--- config.mk ---
export PLATFORM = sky130hd
export DESIGN_NAME = utf16_to_utf8_transcoder_unit
export DESIGN_NICKNAME = d
export VERILOG_FILES = /design/src/u16u8_pkg.sv /design/src/u16u8_front.sv /design/src/u16u8_queue.sv /design/src/u16u8_back.sv /design/src/utf16_to_utf8_transcoder_unit.sv
export SDC_FILE = /design/constraint.sdc
export NUM_CORES = 1
export LEC_CHECK = 0
export BUFFER_PORTS_ARGS = -buffer_cell sky130_fd_sc_hd__buf_2
export CAP_MARGIN = 20
export CORE_AREA = 2 2 180 182
export DETAILED_ROUTE_END_ITERATION = 10
export DIE_AREA = 0 0 182 184
export PLACE_DENSITY_LB_ADDON = 0.3
export SLEW_MARGIN = 5
export SYNTH_ARGS = -nofsm -noshare
export SYNTH_HDL_FRONTEND = slang
export SYNTH_HIERARCHICAL = 1
export SYNTH_SLANG_ARGS = --single-unit
--- constraint.sdc ---
create_clock -name clock -period 12.5 [get_ports clock]
set_input_delay 1.875 -clock clock [delete_from_list [all_inputs] [get_ports clock]]
set_output_delay 1.875 -clock clock [all_outputs]
set_load 0.03 [all_outputs]
--- src/u16u8_pkg.sv ---
// ----------------------------------------------------------------------------
// u16u8_pkg
// Shared types, constants and the UTF-8 encode function for the UTF-16 to
// UTF-8 transcoder.
// ----------------------------------------------------------------------------
package u16u8_pkg;

   // Width of the consumed-byte counter (wraps at this width)
   localparam int COUNT_BITS = 16;

   // Job queue depth between front and back
   localparam int QUEUE_DEPTH = 4;
   localparam int QPTR_BITS   = $clog2(QUEUE_DEPTH);

   // Result kinds
   localparam logic KIND_DATA   = 1'b0;
   localparam logic KIND_STATUS = 1'b1;

   // Status codes
   localparam logic [1:0] STATUS_OK      = 2'd0;
   localparam logic [1:0] STATUS_INVALID = 2'd1;
   localparam logic [1:0] STATUS_FULL    = 2'd2;

   // Byte order mark bytes
   localparam logic [7:0] BOM_FE = 8'hfe;
   localparam logic [7:0] BOM_FF = 8'hff;

   // Surrogate ranges
   localparam logic [15:0] HIGH_SURR_LO = 16'hd800;
   localparam logic [15:0] HIGH_SURR_HI = 16'hdbff;
   localparam logic [15:0] LOW_SURR_LO  = 16'hdc00;
   localparam logic [15:0] LOW_SURR_HI  = 16'hdfff;
   localparam logic [20:0] SUPP_BASE    = 21'h10000;

   // Lead-byte marks indexed by sequence length
   localparam logic [4:0][7:0] LEAD_MARK = {8'hf0, 8'he0, 8'hc0, 8'h00, 8'h00};

   typedef struct packed {
      logic [7:0] in_byte;
      logic       end_of_stream;
   } req_payload_type;

   typedef struct packed {
      logic        kind;
      logic [7:0]  data_byte;
      logic [1:0]  status;
      logic [15:0] consumed_bytes;
      logic        last;
   } rsp_payload_type;

   // UTF-8 encoding of one code point
   typedef struct packed {
      logic [2:0]      len;
      logic [3:0][7:0] bytes;   // bytes[0] goes out first
   } utf8_enc_type;

   // One queued job: up to four data bytes, then an optional status item
   typedef struct packed {
      logic [3:0][7:0]        bytes;
      logic [2:0]             nbytes;
      logic                   has_status;
      logic [1:0]             status;
      logic [15:0]            consumed;
   } job_type;

   function automatic utf8_enc_type utf8_encode(input logic [20:0] cp);
      utf8_enc_type r;
      r.bytes = '0;
      if (cp < 21'h80) begin
         r.len      = 3'd1;
         r.bytes[0] = {1'b0, cp[6:0]};
      end else if (cp < 21'h800) begin
         r.len      = 3'd2;
         r.bytes[0] = {3'b000, cp[10:6]} | LEAD_MARK[2];
         r.bytes[1] = {2'b10, cp[5:0]};
      end else if (cp < SUPP_BASE) begin
         r.len      = 3'd3;
         r.bytes[0] = {4'b0000, cp[15:12]} | LEAD_MARK[3];
         r.bytes[1] = {2'b10, cp[11:6]};
         r.bytes[2] = {2'b10, cp[5:0]};
      end else begin
         r.len      = 3'd4;
         r.bytes[0] = {5'b00000, cp[20:18]} | LEAD_MARK[4];
         r.bytes[1] = {2'b10, cp[17:12]};
         r.bytes[2] = {2'b10, cp[11:6]};
         r.bytes[3] = {2'b10, cp[5:0]};
      end
      return r;
   endfunction

endpackage

--- src/u16u8_front.sv ---
// ----------------------------------------------------------------------------
// u16u8_front
// Accepts stream bytes, tracks byte order, surrogates, space and count, and
// turns each accepted byte into at most one job for the output side.
// ----------------------------------------------------------------------------
module u16u8_front import u16u8_pkg::*; (
   input  logic            clock,
   input  logic            reset,
   input  logic            req_valid,
   output logic            req_ready,
   input  req_payload_type req_payload,
   input  logic            csr_valid,
   output logic            csr_ready,
   input  logic [15:0]     csr_data,
   output logic            job_valid,
   input  logic            job_ready,
   output job_type         job
);

   logic [15:0]           capacity_ff, capacity_in;
   logic                  at_start_ff, at_start_in;
   logic                  phase_ff, phase_in;
   logic [7:0]            held_ff, held_in;
   logic                  le_ff, le_in;
   logic [9:0]            pend_bits_ff, pend_bits_in;
   logic                  pend_valid_ff, pend_valid_in;
   logic [COUNT_BITS-1:0] count_ff, count_in;
   logic [15:0]           space_ff, space_in;
   logic [1:0]            status_ff, status_in;

   logic                  accept;
   logic                  unit_valid;
   logic [15:0]           unit;
   logic                  enc_req;
   logic [20:0]           enc_cp;
   utf8_enc_type          enc;

   assign csr_ready  = 1'b1;
   assign req_ready  = job_ready;
   assign accept     = req_valid && req_ready;

   // capacity register
   always_comb begin
      capacity_in = capacity_ff;
      if (csr_valid && csr_ready) begin
         capacity_in = csr_data;
      end
   end

   // per-byte state update
   always_comb begin
      at_start_in   = at_start_ff;
      phase_in      = phase_ff;
      held_in       = held_ff;
      le_in         = le_ff;
      pend_bits_in  = pend_bits_ff;
      pend_valid_in = pend_valid_ff;
      count_in      = count_ff;
      space_in      = space_ff;
      status_in     = status_ff;
      unit_valid    = 1'b0;
      unit          = '0;
      enc_req       = 1'b0;
      enc_cp        = '0;
      job           = '0;

      // byte pairing and byte order mark
      if (!phase_ff) begin
         if (at_start_ff) begin
            space_in = capacity_ff;
         end
         held_in  = req_payload.in_byte;
         phase_in = 1'b1;
      end else begin
         phase_in = 1'b0;
         if (at_start_ff) begin
            at_start_in = 1'b0;
            if (held_ff == BOM_FE && req_payload.in_byte == BOM_FF) begin
               le_in    = 1'b0;
               count_in = count_ff + COUNT_BITS'(2);
            end else if (held_ff == BOM_FF && req_payload.in_byte == BOM_FE) begin
               le_in    = 1'b1;
               count_in = count_ff + COUNT_BITS'(2);
            end else begin
               le_in      = 1'b0;
               unit_valid = 1'b1;
               unit       = {held_ff, req_payload.in_byte};
            end
         end else begin
            unit_valid = 1'b1;
            unit = le_ff ? {req_payload.in_byte, held_ff} : {held_ff, req_payload.in_byte};
         end
      end

      // code unit handling
      if (unit_valid && status_ff == STATUS_OK) begin
         if (pend_valid_ff) begin
            pend_valid_in = 1'b0;
            pend_bits_in  = '0;
            if (unit >= LOW_SURR_LO && unit <= LOW_SURR_HI) begin
               count_in = count_in + COUNT_BITS'(2);
               enc_req  = 1'b1;
               enc_cp   = SUPP_BASE + {1'b0, pend_bits_ff, unit[9:0]};
            end else begin
               status_in = STATUS_INVALID;
            end
         end else if (space_in <= 16'd1) begin
            status_in = STATUS_FULL;
         end else begin
            count_in = count_in + COUNT_BITS'(2);
            if (unit >= HIGH_SURR_LO && unit <= HIGH_SURR_HI) begin
               pend_bits_in  = unit[9:0];
               pend_valid_in = 1'b1;
            end else if (unit >= LOW_SURR_LO && unit <= LOW_SURR_HI) begin
               status_in = STATUS_INVALID;
            end else begin
               enc_req = 1'b1;
               enc_cp  = {5'b00000, unit};
            end
         end
      end

      // unpaired high surrogate at end of stream
      if (req_payload.end_of_stream && pend_valid_in && status_in == STATUS_OK) begin
         enc_req = 1'b1;
         enc_cp  = {5'b00000, HIGH_SURR_LO[15:10], pend_bits_in};
      end

      enc = utf8_encode(enc_cp);

      // space check and data bytes
      if (enc_req) begin
         if (space_in <= {13'b0, enc.len}) begin
            status_in = STATUS_FULL;
         end else begin
            space_in   = space_in - {13'b0, enc.len};
            job.bytes  = enc.bytes;
            job.nbytes = enc.len;
         end
      end

      // status item and stream restart
      if (req_payload.end_of_stream) begin
         job.has_status = 1'b1;
         job.status     = status_in;
         job.consumed   = (status_in == STATUS_INVALID) ? 16'd0 : 16'(count_in);
         at_start_in    = 1'b1;
         phase_in       = 1'b0;
         held_in        = '0;
         le_in          = 1'b0;
         pend_bits_in   = '0;
         pend_valid_in  = 1'b0;
         count_in       = '0;
         space_in       = '0;
         status_in      = STATUS_OK;
      end
   end

   assign job_valid = req_valid && (job.nbytes != 3'd0 || job.has_status);

   always_ff @(posedge clock) begin
      if (reset) begin
         capacity_ff   <= 16'hffff;
         at_start_ff   <= 1'b1;
         phase_ff      <= 1'b0;
         held_ff       <= '0;
         le_ff         <= 1'b0;
         pend_bits_ff  <= '0;
         pend_valid_ff <= 1'b0;
         count_ff      <= '0;
         space_ff      <= '0;
         status_ff     <= STATUS_OK;
      end else begin
         capacity_ff <= capacity_in;
         if (accept) begin
            at_start_ff   <= at_start_in;
            phase_ff      <= phase_in;
            held_ff       <= held_in;
            le_ff         <= le_in;
            pend_bits_ff  <= pend_bits_in;
            pend_valid_ff <= pend_valid_in;
            count_ff      <= count_in;
            space_ff      <= space_in;
            status_ff     <= status_in;
         end
      end
   end

endmodule

--- src/u16u8_queue.sv ---
// ----------------------------------------------------------------------------
// u16u8_queue
// Small job FIFO between the front and the output side.
// ----------------------------------------------------------------------------
module u16u8_queue import u16u8_pkg::*; (
   input  logic    clock,
   input  logic    reset,
   input  logic    push_valid,
   output logic    push_ready,
   input  job_type push_job,
   output logic    pop_valid,
   input  logic    pop,
   output job_type head_job
);

   job_type              entry_ff [QUEUE_DEPTH];
   logic [QPTR_BITS-1:0] wr_ptr_ff, wr_ptr_in;
   logic [QPTR_BITS-1:0] rd_ptr_ff, rd_ptr_in;
   logic [QPTR_BITS:0]   count_ff, count_in;
   logic                 do_push, do_pop;

   assign push_ready = count_ff != (QPTR_BITS+1)'(QUEUE_DEPTH);
   assign pop_valid  = count_ff != '0;
   assign head_job   = entry_ff[rd_ptr_ff];
   assign do_push    = push_valid && push_ready;
   assign do_pop     = pop && pop_valid;

   // pointer and fill count update
   always_comb begin
      wr_ptr_in = do_push ? wr_ptr_ff + 1'b1 : wr_ptr_ff;
      rd_ptr_in = do_pop ? rd_ptr_ff + 1'b1 : rd_ptr_ff;
      count_in  = count_ff;
      if (do_push && !do_pop) begin
         count_in = count_ff + 1'b1;
      end else if (!do_push && do_pop) begin
         count_in = count_ff - 1'b1;
      end
   end

   always_ff @(posedge clock) begin
      if (reset) begin
         wr_ptr_ff <= '0;
         rd_ptr_ff <= '0;
         count_ff  <= '0;
      end else begin
         wr_ptr_ff <= wr_ptr_in;
         rd_ptr_ff <= rd_ptr_in;
         count_ff  <= count_in;
      end
   end

   // entry storage
   always_ff @(posedge clock) begin
      if (do_push) begin
         entry_ff[wr_ptr_ff] <= push_job;
      end
   end

endmodule

--- src/u16u8_back.sv ---
// ----------------------------------------------------------------------------
// u16u8_back
// Unpacks queued jobs into result transactions, one per cycle while the output
// is not stalled, through an output register.
// ----------------------------------------------------------------------------
module u16u8_back import u16u8_pkg::*; (
   input  logic            clock,
   input  logic            reset,
   input  logic            job_valid,
   output logic            job_pop,
   input  job_type         job,
   output logic            rsp_valid,
   input  logic            rsp_ready,
   output rsp_payload_type rsp_payload
);

   logic            valid_ff, valid_in;
   rsp_payload_type data_ff, data_in;
   logic [2:0]      idx_ff, idx_in;
   logic            load;
   logic            done;

   assign load        = job_valid && (!valid_ff || rsp_ready);
   assign rsp_valid   = valid_ff;
   assign rsp_payload = data_ff;
   assign job_pop     = load && done;

   // select next piece of the head job
   always_comb begin
      data_in = '0;
      done    = 1'b0;
      if (idx_ff < job.nbytes) begin
         data_in.kind      = KIND_DATA;
         data_in.data_byte = job.bytes[idx_ff[1:0]];
         done = (idx_ff + 3'd1 == job.nbytes) && !job.has_status;
      end else begin
         data_in.kind           = KIND_STATUS;
         data_in.status         = job.status;
         data_in.consumed_bytes = job.consumed;
         data_in.last           = 1'b1;
         done                   = 1'b1;
      end
      idx_in   = idx_ff;
      valid_in = valid_ff;
      if (load) begin
         valid_in = 1'b1;
         idx_in   = done ? 3'd0 : idx_ff + 3'd1;
      end else if (rsp_ready) begin
         valid_in = 1'b0;
      end
   end

   always_ff @(posedge clock) begin
      if (reset) begin
         valid_ff <= 1'b0;
         idx_ff   <= '0;
      end else begin
         valid_ff <= valid_in;
         idx_ff   <= idx_in;
      end
   end

   always_ff @(posedge clock) begin
      if (load) begin
         data_ff <= data_in;
      end
   end

endmodule

--- src/utf16_to_utf8_transcoder_unit.sv ---
// ----------------------------------------------------------------------------
// utf16_to_utf8_transcoder_unit
// Order: an accepted byte's job is queued, then its first result is registered.
// Throughput: one input byte per cycle into a 4-job queue while not full;
// one result per cycle out of the output register while rsp_ready is high, so
// the output port sets the sustained rate (up to 1.5 results per input byte,
// status item adds one per stream).
// Reset: synchronous; clears stream state and queue, capacity to 65535.
// ----------------------------------------------------------------------------
module utf16_to_utf8_transcoder_unit import u16u8_pkg::*; (
   input  logic            clock,
   input  logic            reset,
   input  logic            req_valid,
   output logic            req_ready,
   input  req_payload_type req_payload,
   output logic            rsp_valid,
   input  logic            rsp_ready,
   output rsp_payload_type rsp_payload,
   input  logic            csr_valid,
   output logic            csr_ready,
   input  logic [15:0]     csr_data
);

   logic    push_valid, push_ready;
   job_type push_job;
   logic    head_valid, head_pop;
   job_type head_job;

   // front: byte classification and stream state
   u16u8_front u_front (
      .clock       (clock),
      .reset       (reset),
      .req_valid   (req_valid),
      .req_ready   (req_ready),
      .req_payload (req_payload),
      .csr_valid   (csr_valid),
      .csr_ready   (csr_ready),
      .csr_data    (csr_data),
      .job_valid   (push_valid),
      .job_ready   (push_ready),
      .job         (push_job)
   );

   // job queue
   u16u8_queue u_queue (
      .clock      (clock),
      .reset      (reset),
      .push_valid (push_valid),
      .push_ready (push_ready),
      .push_job   (push_job),
      .pop_valid  (head_valid),
      .pop        (head_pop),
      .head_job   (head_job)
   );

   // back: result sequencing
   u16u8_back u_back (
      .clock       (clock),
      .reset       (reset),
      .job_valid   (head_valid),
      .job_pop     (head_pop),
      .job         (head_job),
      .rsp_valid   (rsp_valid),
      .rsp_ready   (rsp_ready),
      .rsp_payload (rsp_payload)
   );

endmodule
After elaboration in Yosys (flattened, before gate mapping)
Memories as Yosys holds them, arrays and structs flattened. A register that Yosys moved wholly into a read port is not among the register bits. Index checks and enable logic that the tools add are counted.

Logic and storage cells: 176. Memories kept: 1. Register bits: 111. Output and inout bits: 31. RAM bits: 216. Input bits: 30.

Muxes and demuxes: 94. Order comparisons: 11. Equal/unequal tests: 8. Reduce and logical (&&, ||, !) cells: 33. Add/sub/neg operators: 9.

Memory list: u_queue.entry_ff (words 4, bits a word 54, rd ports 1, clocked after Yosys merged registers in 1, write ports 1, line u16u8_queue.sv:16) `job_type entry_ff [QUEUE_DEPTH];`.

Operator list (count): $mux 16 (23); $mux 21 (6); $mux 35 (2); $mux 10 (5); $mux 8 (5); $add 16x2->16 const B (2); $eq 8x8->1 const B (4); $ge 16x16->1 const B (2); $le 16x16->1 const B (2); $mux 1 (32); $mux 24 (1); $mux 2 (11); $mux 22 (1); $add 17x20->21 const A (1); $lt 21x12->1 const B (1); $lt 21x17->1 const B (1); $lt 21x8->1 const B (1); $mux 19 (1); $mux 3 (6); $bmux 8 s2 (1); $le 16x1->1 const B (1); $le 16x3->1 (1); $logic_and 1x1->1 (16); $sub 16x3->16 (1); 16 further kinds (28).

Depth between registers and ports, before layout
Gate-level depths: netlist of run 1.

Word-level depth: 33. Mapped depth: 28. Gate-level depth less buffers: 24.

By module
Netlist of run 1, hierarchy kept.

By module, submodules not included: u16u8_queue (instances 1, cells an instance 330, area each 8324.2 µm²); u16u8_front (instances 1, cells an instance 841, area each 5835.6 µm²); u16u8_back (instances 1, cells an instance 99, area each 1485.2 µm²).

Least setup slack after synthesis of run 1
No wires, ideal clock.

Path type: input port to flip-flop. Start point: input port req_payload[5] (netlist bit). End point: memory u_queue/entry_ff[0][0] (netlist bit), enable pin. Data arrival time: 6968 ps. Path buffers: 2. Setup time: 417 ps. Path slack: 5115 ps. Stages on the path: 19. Cells stage by stage: nand3_1 -> or4_1 -> a21oi_1 -> o21ai_0 -> or2_1 -> clkbuf_1 -> a22oi_1 -> o2bb2ai_1 -> or4_1 -> buf_2 -> nand2_1 -> fa_1 -> a21oi_1 -> a31oi_1 -> nor3_1 -> a21oi_1 -> o21a_1 -> a21boi_2 -> and2_1.

Longest elaborated chain between the ends: 29. Elaborated cells between the ends (all ways): 67.

RTL lines: from (decl) (line utf16_to_utf8_transcoder_unit.sv:15) `input req_payload_type req_payload,`; $eq 8x8->1 (line u16u8_front.sv:81) `end else if (held_ff == BOM_FF && req_payload.in_byte == BOM_FE) begin`; $logic_and 1x1->1 (line u16u8_front.sv:81); $mux 16 (line u16u8_front.sv:81); $mux 16 (line u16u8_front.sv:78) `if (held_ff == BOM_FE && req_payload.in_byte == BOM_FF) begin`; $mux 16 (line u16u8_front.sv:76) `if (at_start_ff) begin`; $mux 16 (line u16u8_front.sv:68) `if (!phase_ff) begin`; $ge 16x16->1 / $le 16x16->1 (equally long branches) (line u16u8_front.sv:100, u16u8_front.sv:114); $logic_and 1x1->1 (line u16u8_front.sv:100, u16u8_front.sv:114); [... 15 more ...]; $reduce_bool 3->1 * (line u16u8_front.sv:159) `assign job_valid = req_valid && (job.nbytes != 3'd0 || job.has_status);`; $logic_or 1x1->1 * (line u16u8_front.sv:159); $logic_and 1x1->1 * (line u16u8_front.sv:159); net push_valid (line utf16_to_utf8_transcoder_unit.sv:24) `logic push_valid, push_ready;`; $logic_and 1x1->1 * (line u16u8_queue.sv:25) `assign do_push = push_valid && push_ready;`; net u_queue.do_push (line u16u8_queue.sv:20) `logic do_push, do_pop;`; $mux 1 * (line u16u8_queue.sv:54) `if (do_push) begin`; $mux 1 (implied by the code) * (line u16u8_queue.sv:55) `entry_ff[wr_ptr_ff] <= push_job;`; to (decl) (line u16u8_queue.sv:16).

The timed path passes the listed nets; every way through them passes the cells marked *.

Final worst setup path of run 1
Start point: input port req_payload[5] (netlist bit). End point: memory u_queue/entry_ff[3][39] (netlist bit), enable pin.

The elaborated chain is that of the path after synthesis.

==> results of run 1 <==
## flip-flops by register name (all words and copies together), names as in the netlist, named ones only
signal / count
u_front/le_ff: 1
u_back/idx_ff: 3
u_front/pend_bits_ff: 10
u_front/space_ff: 16
u_front/at_start_ff: 1
u_queue/count_ff: 3
u_back/rsp_valid: 1
u_front/capacity_ff: 16
u_back/rsp_payload: 27
u_queue/rd_ptr_ff: 2
u_front/phase_ff: 1
u_front/status_ff: 2
u_front/pend_valid_ff: 1
u_queue/entry_ff: 216
u_front/count_ff: 15
u_front/held_ff: 8
u_queue/wr_ptr_ff: 2
## path summary, 6_finish.rpt
path	endpoint	cells after the start
worst max-delay path	u_queue/entry_ff[3][39]	20
worst min-delay path	u_front/count_ff[15]	2
worst min register to register	u_front/count_ff[15]	2
worst max register to register	u_queue/entry_ff[3][39]	19
## logic make-up after synthesis
family,after synthesis
AND/OR/NAND/NOR,428
flip-flops,327
AO/OA/AOI/OAI,259
buffers and inverters,103
multiplexers,88
XOR/XNOR,46
adder cells (fa/ha/maj),17
other,2
## through the flow
stage	total power (W)	cell area [um2]	worst slack, ps	hold slack [ps]
2_1_floorplan	0.00188	15700	5120	440
3_3_place_gp	0.00201	16100	4370	451
3_5_place_dp	0.00203	16100	4190	467
4_1_cts	0.00304	17200	4670	481
5_1_grt	0.00315	17300	4060	501
6_report	0.00302	17300	4610	475
## power groups by stage
stage | Clock [W] | Combinational, W | Sequential [W]
after floorplan | 0 | 0.000417 | 0.00147
after global placement | 0 | 0.000623 | 0.00139
after detailed placement | 0 | 0.000631 | 0.00140
after CTS | 0.00103 | 0.000632 | 0.00137
after global routing | 0.00107 | 0.000699 | 0.00138
final | 0.00101 | 0.000645 | 0.00137
## routing by layer
metal  vias up  track usage [%]  part of all wire, %  wire length, um
li1       4814                -                    -                -
met1      4970             28.2                   46            15300
met2       284             33.8                   47            15900
met3        44             3.17                  5.2             1730
met4         2             4.74                  1.6              548
met5         -                0                0.039               13
## layout make-up
class | count | area [um2] | share of cell area (%)
Clock buffer | 49 | 1000 | 5.81
Clock inverter | 12 | 126 | 0.732
Inverter | 20 | 75.1 | 0.435
Multi-Input combinational cell | 843 | 6130 | 35.5
Sequential cell | 327 | 8980 | 52.0
Tap cell | 402 | 503 | 2.91
Timing Repair Buffer | 76 | 443 | 2.57
## worst min-delay path, stage by stage (launching register included)
cell and delay, ps:
sky130_fd_sc_hd__dfxtp_1 290, sky130_fd_sc_hd__inv_1 70, sky130_fd_sc_hd__o22ai_1 60
## synthesized netlist by cell type (5+ instances only)
library cell                count  area share [%]
sky130_fd_sc_hd__a211oi_1       6            0.29
sky130_fd_sc_hd__xor2_1        24             1.3
sky130_fd_sc_hd__mux4_2        58             8.3
sky130_fd_sc_hd__nand3b_1       5            0.24
sky130_fd_sc_hd__or4_1          5            0.24
sky130_fd_sc_hd__xnor2_1       21             1.2
sky130_fd_sc_hd__nand4_1        8            0.32
sky130_fd_sc_hd__or3_1          8            0.32
sky130_fd_sc_hd__buf_12         5            0.64
sky130_fd_sc_hd__nor3_1        27            0.86
sky130_fd_sc_hd__a211o_1       19             1.1
sky130_fd_sc_hd__nand2_1      113             2.7
sky130_fd_sc_hd__buf_2         13            0.42
sky130_fd_sc_hd__and3_1         8            0.32
sky130_fd_sc_hd__buf_4         10            0.48
sky130_fd_sc_hd__ha_1          15             1.2
sky130_fd_sc_hd__o22ai_1        5            0.20
sky130_fd_sc_hd__edfxtp_1     243              47
sky130_fd_sc_hd__nand2b_1      10            0.40
sky130_fd_sc_hd__a21oi_1       85             2.7
sky130_fd_sc_hd__nor4_1         6            0.24
sky130_fd_sc_hd__mux2i_1       23             1.5
sky130_fd_sc_hd__a22oi_1       27             1.3
sky130_fd_sc_hd__o21ai_0       50             1.6
sky130_fd_sc_hd__o21a_1         9            0.43
sky130_fd_sc_hd__and2_1        39             1.6
sky130_fd_sc_hd__o211ai_1       6            0.29
sky130_fd_sc_hd__a2bb2oi_1     10            0.56
sky130_fd_sc_hd__nor2b_1       26             1.0
sky130_fd_sc_hd__inv_1         19            0.46
sky130_fd_sc_hd__nor2_1       130             3.1
sky130_fd_sc_hd__dfxtp_1       84              11
sky130_fd_sc_hd__clkbuf_1      46             1.1
sky130_fd_sc_hd__nand3_1       20            0.64
==> results.md, run 1 <==
Status:
- The run finished with clean final reports.

CTS:
- Buffers inserted during clock tree synthesis total 36.
- TritonCTS built the clock tree.
- After clock tree synthesis, the clock-pin slew on the worst setup and hold paths is 60 ps.
- The maximum buffer depth of the clock tree is 3.
- The later pin in the worst-skew pair is clocked with a latency of 510 ps.
- The number of gates given a new drive strength after cts is 0.
- The cell sitting at the root of the clock tree is a sky130_fd_sc_hd__clkbuf_16.
- Counting every sink on the clock net gives 327.
- The clock tree synthesis step divided the H-tree into 2 levels.
- The number of buffers added for setup after CTS is 0.
- The number of hold buffers added after cts is 0.

Yosys:
- Measured against the total synthesized area, the mux share comes to 10.7%.
- By area, the combinational part of the netlist is dominated by simple AND/OR/NAND/NOR gates.
- In this run, synthesis inferred ~240 flip-flops with an integrated enable.
- After synthesis the netlist holds a flip-flop and latch count of 327.
- Yosys mapped the design onto 84 distinct sky130hd cell types.
- In this run the cell area of the synthesized design comes to approximately 16000 um2.
- The leading register cell type out of synthesis is sky130_fd_sc_hd__edfxtp_1.
- Sequential elements use a little under three fifths of the synthesized area.
- After synthesis, the mean cell area works out to 12.3 um2.
- During synthesis, Yosys emitted a total of 6 warnings.
- After Yosys synthesis, XOR and XNOR cells account for 2.66% of the synthesized area.
- The fraction of synthesis flops using an asynchronous set or reset pin is 0%.
- The synthesized netlist devotes 13.3% of its cell area to simple gates.
- Synthesis handed over a netlist of 1270 instances.
- The area fraction in compound gates after synthesis is 10.9%.
- The adder and majority cell fraction of the synthesized area is 1.46%.

Setup path:
- For flop-to-flop paths, the worst setup slack is 4620 ps.
- The category of the worst setup path launch point is an input pin.
- In this run the worst path has a maximum fanout of 36.
- The startpoint identified for the worst register-to-register timing path is u_front/phase_ff.
- The critical path starts at req_payload[5].
- The worst stage delay on the critical path is 770 ps.
- STA classifies the critical path endpoint as a flip-flop.
- Traced cell by cell, the critical path runs through buf_2 > nand3_1 > or4_1 > a21oi_2 > a211oi_1 > o221ai_1 > buf_4 > o21ai_1 > nand3b_1 > or4_1 > nand2_1 > fa_1 > a21oi_1 > a31oi_1 > nor3_1 > a21oi_1 > o21a_1 > a21boi_2 > and2_2 > buf_4.
- For this design, the slowest cell found on the critical path is sky130_fd_sc_hd__or4_1.
- For the worst setup path, the data arrival time is 8020 ps.
- For the worst setup path, the data required time is 12640 ps.
- Counting both buffers and inverters, the worst setup path holds a total of 3.
- The dominant delay contributor by cell family on the critical path is simple AND/OR/NAND/NOR gates.
- The classification of the worst setup path is in -> reg.

Finish:
- The post-layout instance count excluding filler cells is approximately 1700.
- The number of antenna diodes in the final layout is 0.
- Counting the fill cells in the layout gives 2657.
- In the layout the commonest cells are sky130_fd_sc_hd__edfxtp_1, sky130_fd_sc_hd__nor2_1, sky130_fd_sc_hd__nand2_1, sky130_fd_sc_hd__a21oi_1, sky130_fd_sc_hd__dfxtp_1.
- The final cell utilization of the core is 55.0%.
- The share of final-layout standard cells stronger than drive strength 1 is 16.1%.
- The leading cell type in the layout, fill and taps excluded is sky130_fd_sc_hd__edfxtp_1.
- The total number of nets in the final design is about 1400.
- The relative area change from synthesis to final layout is 10.3%.

Floorplanning:
- The initial utilization of the core area, before any placement, comes to 49.8%.
- The die covers between 30000 and 40000 um2.
- The area of the core region is roughly 31000 um2.
- The placement row count is 65.
- From bottom edge to top edge, the die measures 184 um.
- Pin placement for this block handled 61 I/O pins.
- The floorplan step set the die width to 182 um.

Power and ir drop:
- The logic gate share of total power is 21.3%.
- The power density over the cells is roughly 170 nW/um2.
- The maximum VDD drop is 0.102 mV.
- The internal portion of total power is 0.00216 W.
- The switching fraction of total power is between 20 and 30%.
- The analysis attributes to net switching a power of roughly 0.00086 W.
- The static leakage is a little under 6 nW.
- The share of total power dissipated in sequential elements is 45.3%.
- The share of total power in the clock network is about a third.

Worst hold path:
- The hold path startpoint is u_front/count_ff[15].
- The class of the tightest hold or removal check is reg -> reg.

Global routing:
- Global routing consumed, over all layers together, 20.3% of the routing resources.
- The pin count of the biggest net entering global routing is 64.
- The number of antenna violations at the first check in global routing is 1.
- The via count of the first global-routing pass came to 9842.
- The first global-routing pass estimated 53500 um of wire.
- For this run the aggregate overflow at the end of global routing stands at 0.

Placed design:
- The global placement routability congestion is 0.912.
- Buffers placed on the I/O ports in this run total 59.
- The total instance count after detailed placement is 1667.
- The HPWL after detailed placement is 22500 um.

Route:
- In the routed layout, each cell is associated on average with a via count of a little under 6.
- The DRC violation count after routing is 0.
- The detail route stage leaves a number of antenna-violating nets equal to 0.
- The overall routed net length is 33500 um.
- The first detailed-routing pass took 6 iterations.
- The routed via count is between 10000 and 15000.
- The first routing iteration left 741 violations.
- The per-cell routed wire length is 19.4 um.

STA:
- Static timing analysis puts the maximum clock frequency at 127 MHz.
- The total count of hold-check failures in the final report is 0.
- After routing, the total negative slack on setup checks comes to 0 ps.
- The final period utilization is a little over three fifths.
- Setup violations remaining at the end of the flow were counted as 0.
- The setup skew after layout is 11.6 ps.
- The relative max-transition margin is 34.3%.
- Setup repair after global routing left no endpoint under its margin.
- At the pin with the least slew margin, the transition time is 982 ps.
- The final max-slew violation count is 0.
- The final critical path time including I/O delays and setup is 7890 ps.

Flow run:
- Max-cap violations in this run came to 0.
Note: power is estimated with default switching activity, not from simulation.
==> inputs of run 2 (changes only) <==
==> constraint.sdc (replaced) <==
create_clock -name clock -period 8.26 [get_ports clock]
set_input_delay 1.239 -clock clock [delete_from_list [all_inputs] [get_ports clock]]
set_output_delay 1.239 -clock clock [all_outputs]
set_load 0.03 [all_outputs]
==> run 2 against run 1 <==
Effect of this change:
- sequential power is 51% higher
- sequential cell count stayed put
- total power is 48% higher
- count of clock-buffer cells in the layout is 4 lower
- largest cell class unchanged
==> results.md, run 2 (synthesis gave the netlist of run 1 again) <==
Floorplanning:
- The die covers 33500 um2.
- In this run the count of I/O pins placed on the die edge is just over 60.
- The area of the core region is 31400 um2.
- The starting utilization of the core area is 49.8%.
- Row generation in the floorplan step produced between 60 and 70 rows.
- The die is 184 um tall.
- The die boundary width is ~180 um.

Route:
- Wires add up to 34100 um.
- The per-cell routed wire length is 19.7 um.
- After the first detailed-routing iteration, the DRC count stood at around 850.
- The average vias per placed instance is 5.93.
- The post-detailed-route count of antenna-violating nets is 0.
- Across all layers, the routed design uses 10300 vias.
- After detailed routing, the number of remaining DRC violations is 0.
- The iteration count of the initial detailed-routing pass is 6.

Setup path:
- STA classifies the critical path endpoint as a flip-flop.
- The classification of the worst setup path is reg -> reg.
- The sum of buffers and inverters on the critical path is 2.
- STA classifies the critical path startpoint as a flip-flop.
- Counting cells, the worst reg-to-reg path comes to 20.
- The dominant delay contributor by cell family on the critical path is simple AND/OR/NAND/NOR gates.
- Walking the worst path, the cells encountered are nand2b_1 > mux2i_1 > nor4_4 > a21oi_1 > nand2_1 > a21oi_2 > o2bb2ai_1 > or4_1 > nand2_1 > ha_1 > inv_1 > fa_1 > a21oi_1 > a31oi_1 > nor3_1 > a21oi_1 > o21a_1 > a21boi_2 > and2_2 > buf_4.
- At the worst endpoint, the arrival time is roughly 7500 ps.
- The register-to-register setup slack is 930 ps.
- The worst endpoint required time is 8450 ps.
- The largest fanout on the critical path is 36.
- On the critical path, the stage with the largest delay is an instance of sky130_fd_sc_hd__and2_2.
- In this design, the critical path's most frequently occurring cell is sky130_fd_sc_hd__a21oi_1.
- The largest single stage delay on the critical path is 880 ps.
- Counting buffers and inverters, the worst setup path is 20 cells deep.

CTS:
- The number of gates given a new drive strength after cts is 0.
- The number of sinks on the clock net is 327.
- Clock-pin slew was measured on the worst setup and hold paths at 60 ps.
- TritonCTS built the clock tree.
- No sink is reached through more buffers than the 3 on the longest clock path.
- The root buffer cell is sky130_fd_sc_hd__clkbuf_16.
- The number of hold buffers added after cts is 0.
- The H-tree was split into 2 levels.
- The clock network latency to the later pin of the worst-skew pair is 510 ps.
- In this run the post-CTS setup repair buffer count came out at 0.
- The clock buffer count from CTS is 35.

Finish:
- Summing all multi-input logic gate instances after layout gives 6130 um2.
- For this run, the post-layout net count is ~1400.
- The library cell used most frequently in the layout, excluding fill and tap cells, is sky130_fd_sc_hd__edfxtp_1.
- The count of inserted antenna diode cells is 0.
- The layout filler cell count is approximately 2700.
- The register with the most flip-flops in the layout has 216 of them.
- Summing all flip-flop and latch instances after layout gives approximately 9000 um2.
- The top cell types in the final layout, fill and taps aside, are sky130_fd_sc_hd__edfxtp_1, sky130_fd_sc_hd__nor2_1, sky130_fd_sc_hd__nand2_1, sky130_fd_sc_hd__a21oi_1, sky130_fd_sc_hd__dfxtp_1.
- The share of final-layout standard cells stronger than drive strength 1 is 15.9%.
- Relative to the synthesized area, the layout overhead comes to 9.81%.
- Counting flops per register, the top entry is u_queue/entry_ff.

Global routing:
- The via count of the first global-routing pass was 9910.
- Global routing consumed, on the met2 layer, ~33% of the routing resources.
- The number of antenna violations at the first check in global routing is 0.
- The pin count of the biggest net entering global routing is around 70.
- The fraction of met1 tracks used by global routing is 29.1%.
- The leftover overflow at the end of global routing is 0.
- Global routing used 3.07% of the available met3 tracks.
- The first global-routing pass estimated 54200 um of wire.
- In the global route stage, overall resource usage came out at 20.6%.
- The layer carrying the most global-route usage is met2.

STA:
- The final max-slew violation count came to 0.
- Setup repair after global routing left no endpoint under its margin.
- The final period utilization is approximately nine tenths.
- The final critical path time including I/O delays and setup is 7330 ps.
- The worst-margin pin slew is 1010 ps.
- The relative max-transition margin is 32.8%.
- The total negative setup slack is 0 ps.
- The number of failing setup endpoints in the final timing report is 0.
- The setup skew after layout is 10.4 ps.
- Based on the critical path, the design can be clocked at up to ~140 MHz.
- The total count of hold-check failures in the final report is 0.
- After layout, the worst setup slack is 934 ps.

Worst hold path:
- The class of the tightest hold or removal check is reg -> reg.
- The number of instances on the worst hold path is 2.

Power and ir drop:
- The power density over the cells is 261 nW/um2.
- The static leakage is just under 6 nW.
- Total power for the finished layout comes to roughly 0.0045 W.
- The maximum VDD drop is 0.131 mV.

Placed design:
- Routability-driven placement finished with a final weighted congestion of about 0.91.
- The worst setup timing slack at the placement stage is around 910 ps.
- Detailed placement finished with a half-perimeter wire length of ~23000 um.
- In this run the tool buffered the top-level ports with 59 buffer cells.

Flow run:
- The tool flagged a number of max-cap violations equal to 0.

Status:
- The run finished with clean final reports.
==> run 2: cell count changes in the layout (fill, tap and decap cells not counted), sizes merged <==
cell | previous run | this run
clkinv | 7 | 13
clkinvlp | 1 | 0
bufinv | 2 | 0
buf | 76 | 78
clkbuf | 49 | 45
==> run 2: layout make-up <==
class                   instances  area share, %
well taps                     402           2.93
clock buffers                  45           5.56
clock inverters                15          0.452
inverters                      20          0.437
multi-input cells             843           35.7
repair buffers                 78           2.67
flip-flops and latches        327           52.3
==> run 2: stage by stage <==
step	utilization [%]	hold slack, ps	area (um2)	instances
finish	54.7	478	17200	1730
floorplan	-	440	15700	1273
global placement	51.4	461	16100	1669
detailed placement	51.4	462	16100	1669
CTS	54.6	478	17200	1729
global route	54.7	497	17200	1730
==> run 2: worst register-to-register path, cell delays in order (launching register included) <==
cell and delay [ps]:
sky130_fd_sc_hd__dfxtp_1 660, sky130_fd_sc_hd__nand2b_1 790, sky130_fd_sc_hd__mux2i_1 530, sky130_fd_sc_hd__nor4_4 150, sky130_fd_sc_hd__a21oi_1 530, sky130_fd_sc_hd__nand2_1 270
sky130_fd_sc_hd__a21oi_2 460, sky130_fd_sc_hd__o2bb2ai_1 300, sky130_fd_sc_hd__or4_1 350, sky130_fd_sc_hd__nand2_1 100, sky130_fd_sc_hd__ha_1 190, sky130_fd_sc_hd__inv_1 90
sky130_fd_sc_hd__fa_1 210, sky130_fd_sc_hd__a21oi_1 90, sky130_fd_sc_hd__a31oi_1 150, sky130_fd_sc_hd__nor3_1 110, sky130_fd_sc_hd__a21oi_1 190, sky130_fd_sc_hd__o21a_1 150
sky130_fd_sc_hd__a21boi_2 320, sky130_fd_sc_hd__and2_2 890, sky130_fd_sc_hd__buf_4 450
==> run 2: report_power, final <==
part           total (W)  switching (W)  internal [W]
combinational   0.000982       0.000611      0.000371
clock            0.00143       0.000614      0.000814
sequential       0.00207      0.0000925       0.00198
total            0.00448        0.00132       0.00316
==> run 2: path summary, 6_finish.rpt <==
check | startpoint | endpoint
worst min register to register | u_front/space_ff[13] | u_front/space_ff[13]
worst max register to register | u_front/phase_ff | u_queue/entry_ff[1][19]
worst max-delay path | u_front/phase_ff | u_queue/entry_ff[1][19]
worst min-delay path | u_front/space_ff[13] | u_front/space_ff[13]
==> run 2: per-layer routing <==
metal  vias up  wire (um)
li1       4832          -
met1      5042      15400
met2       341      16200
met3        44       1830
met4         0        632
met5         -          0
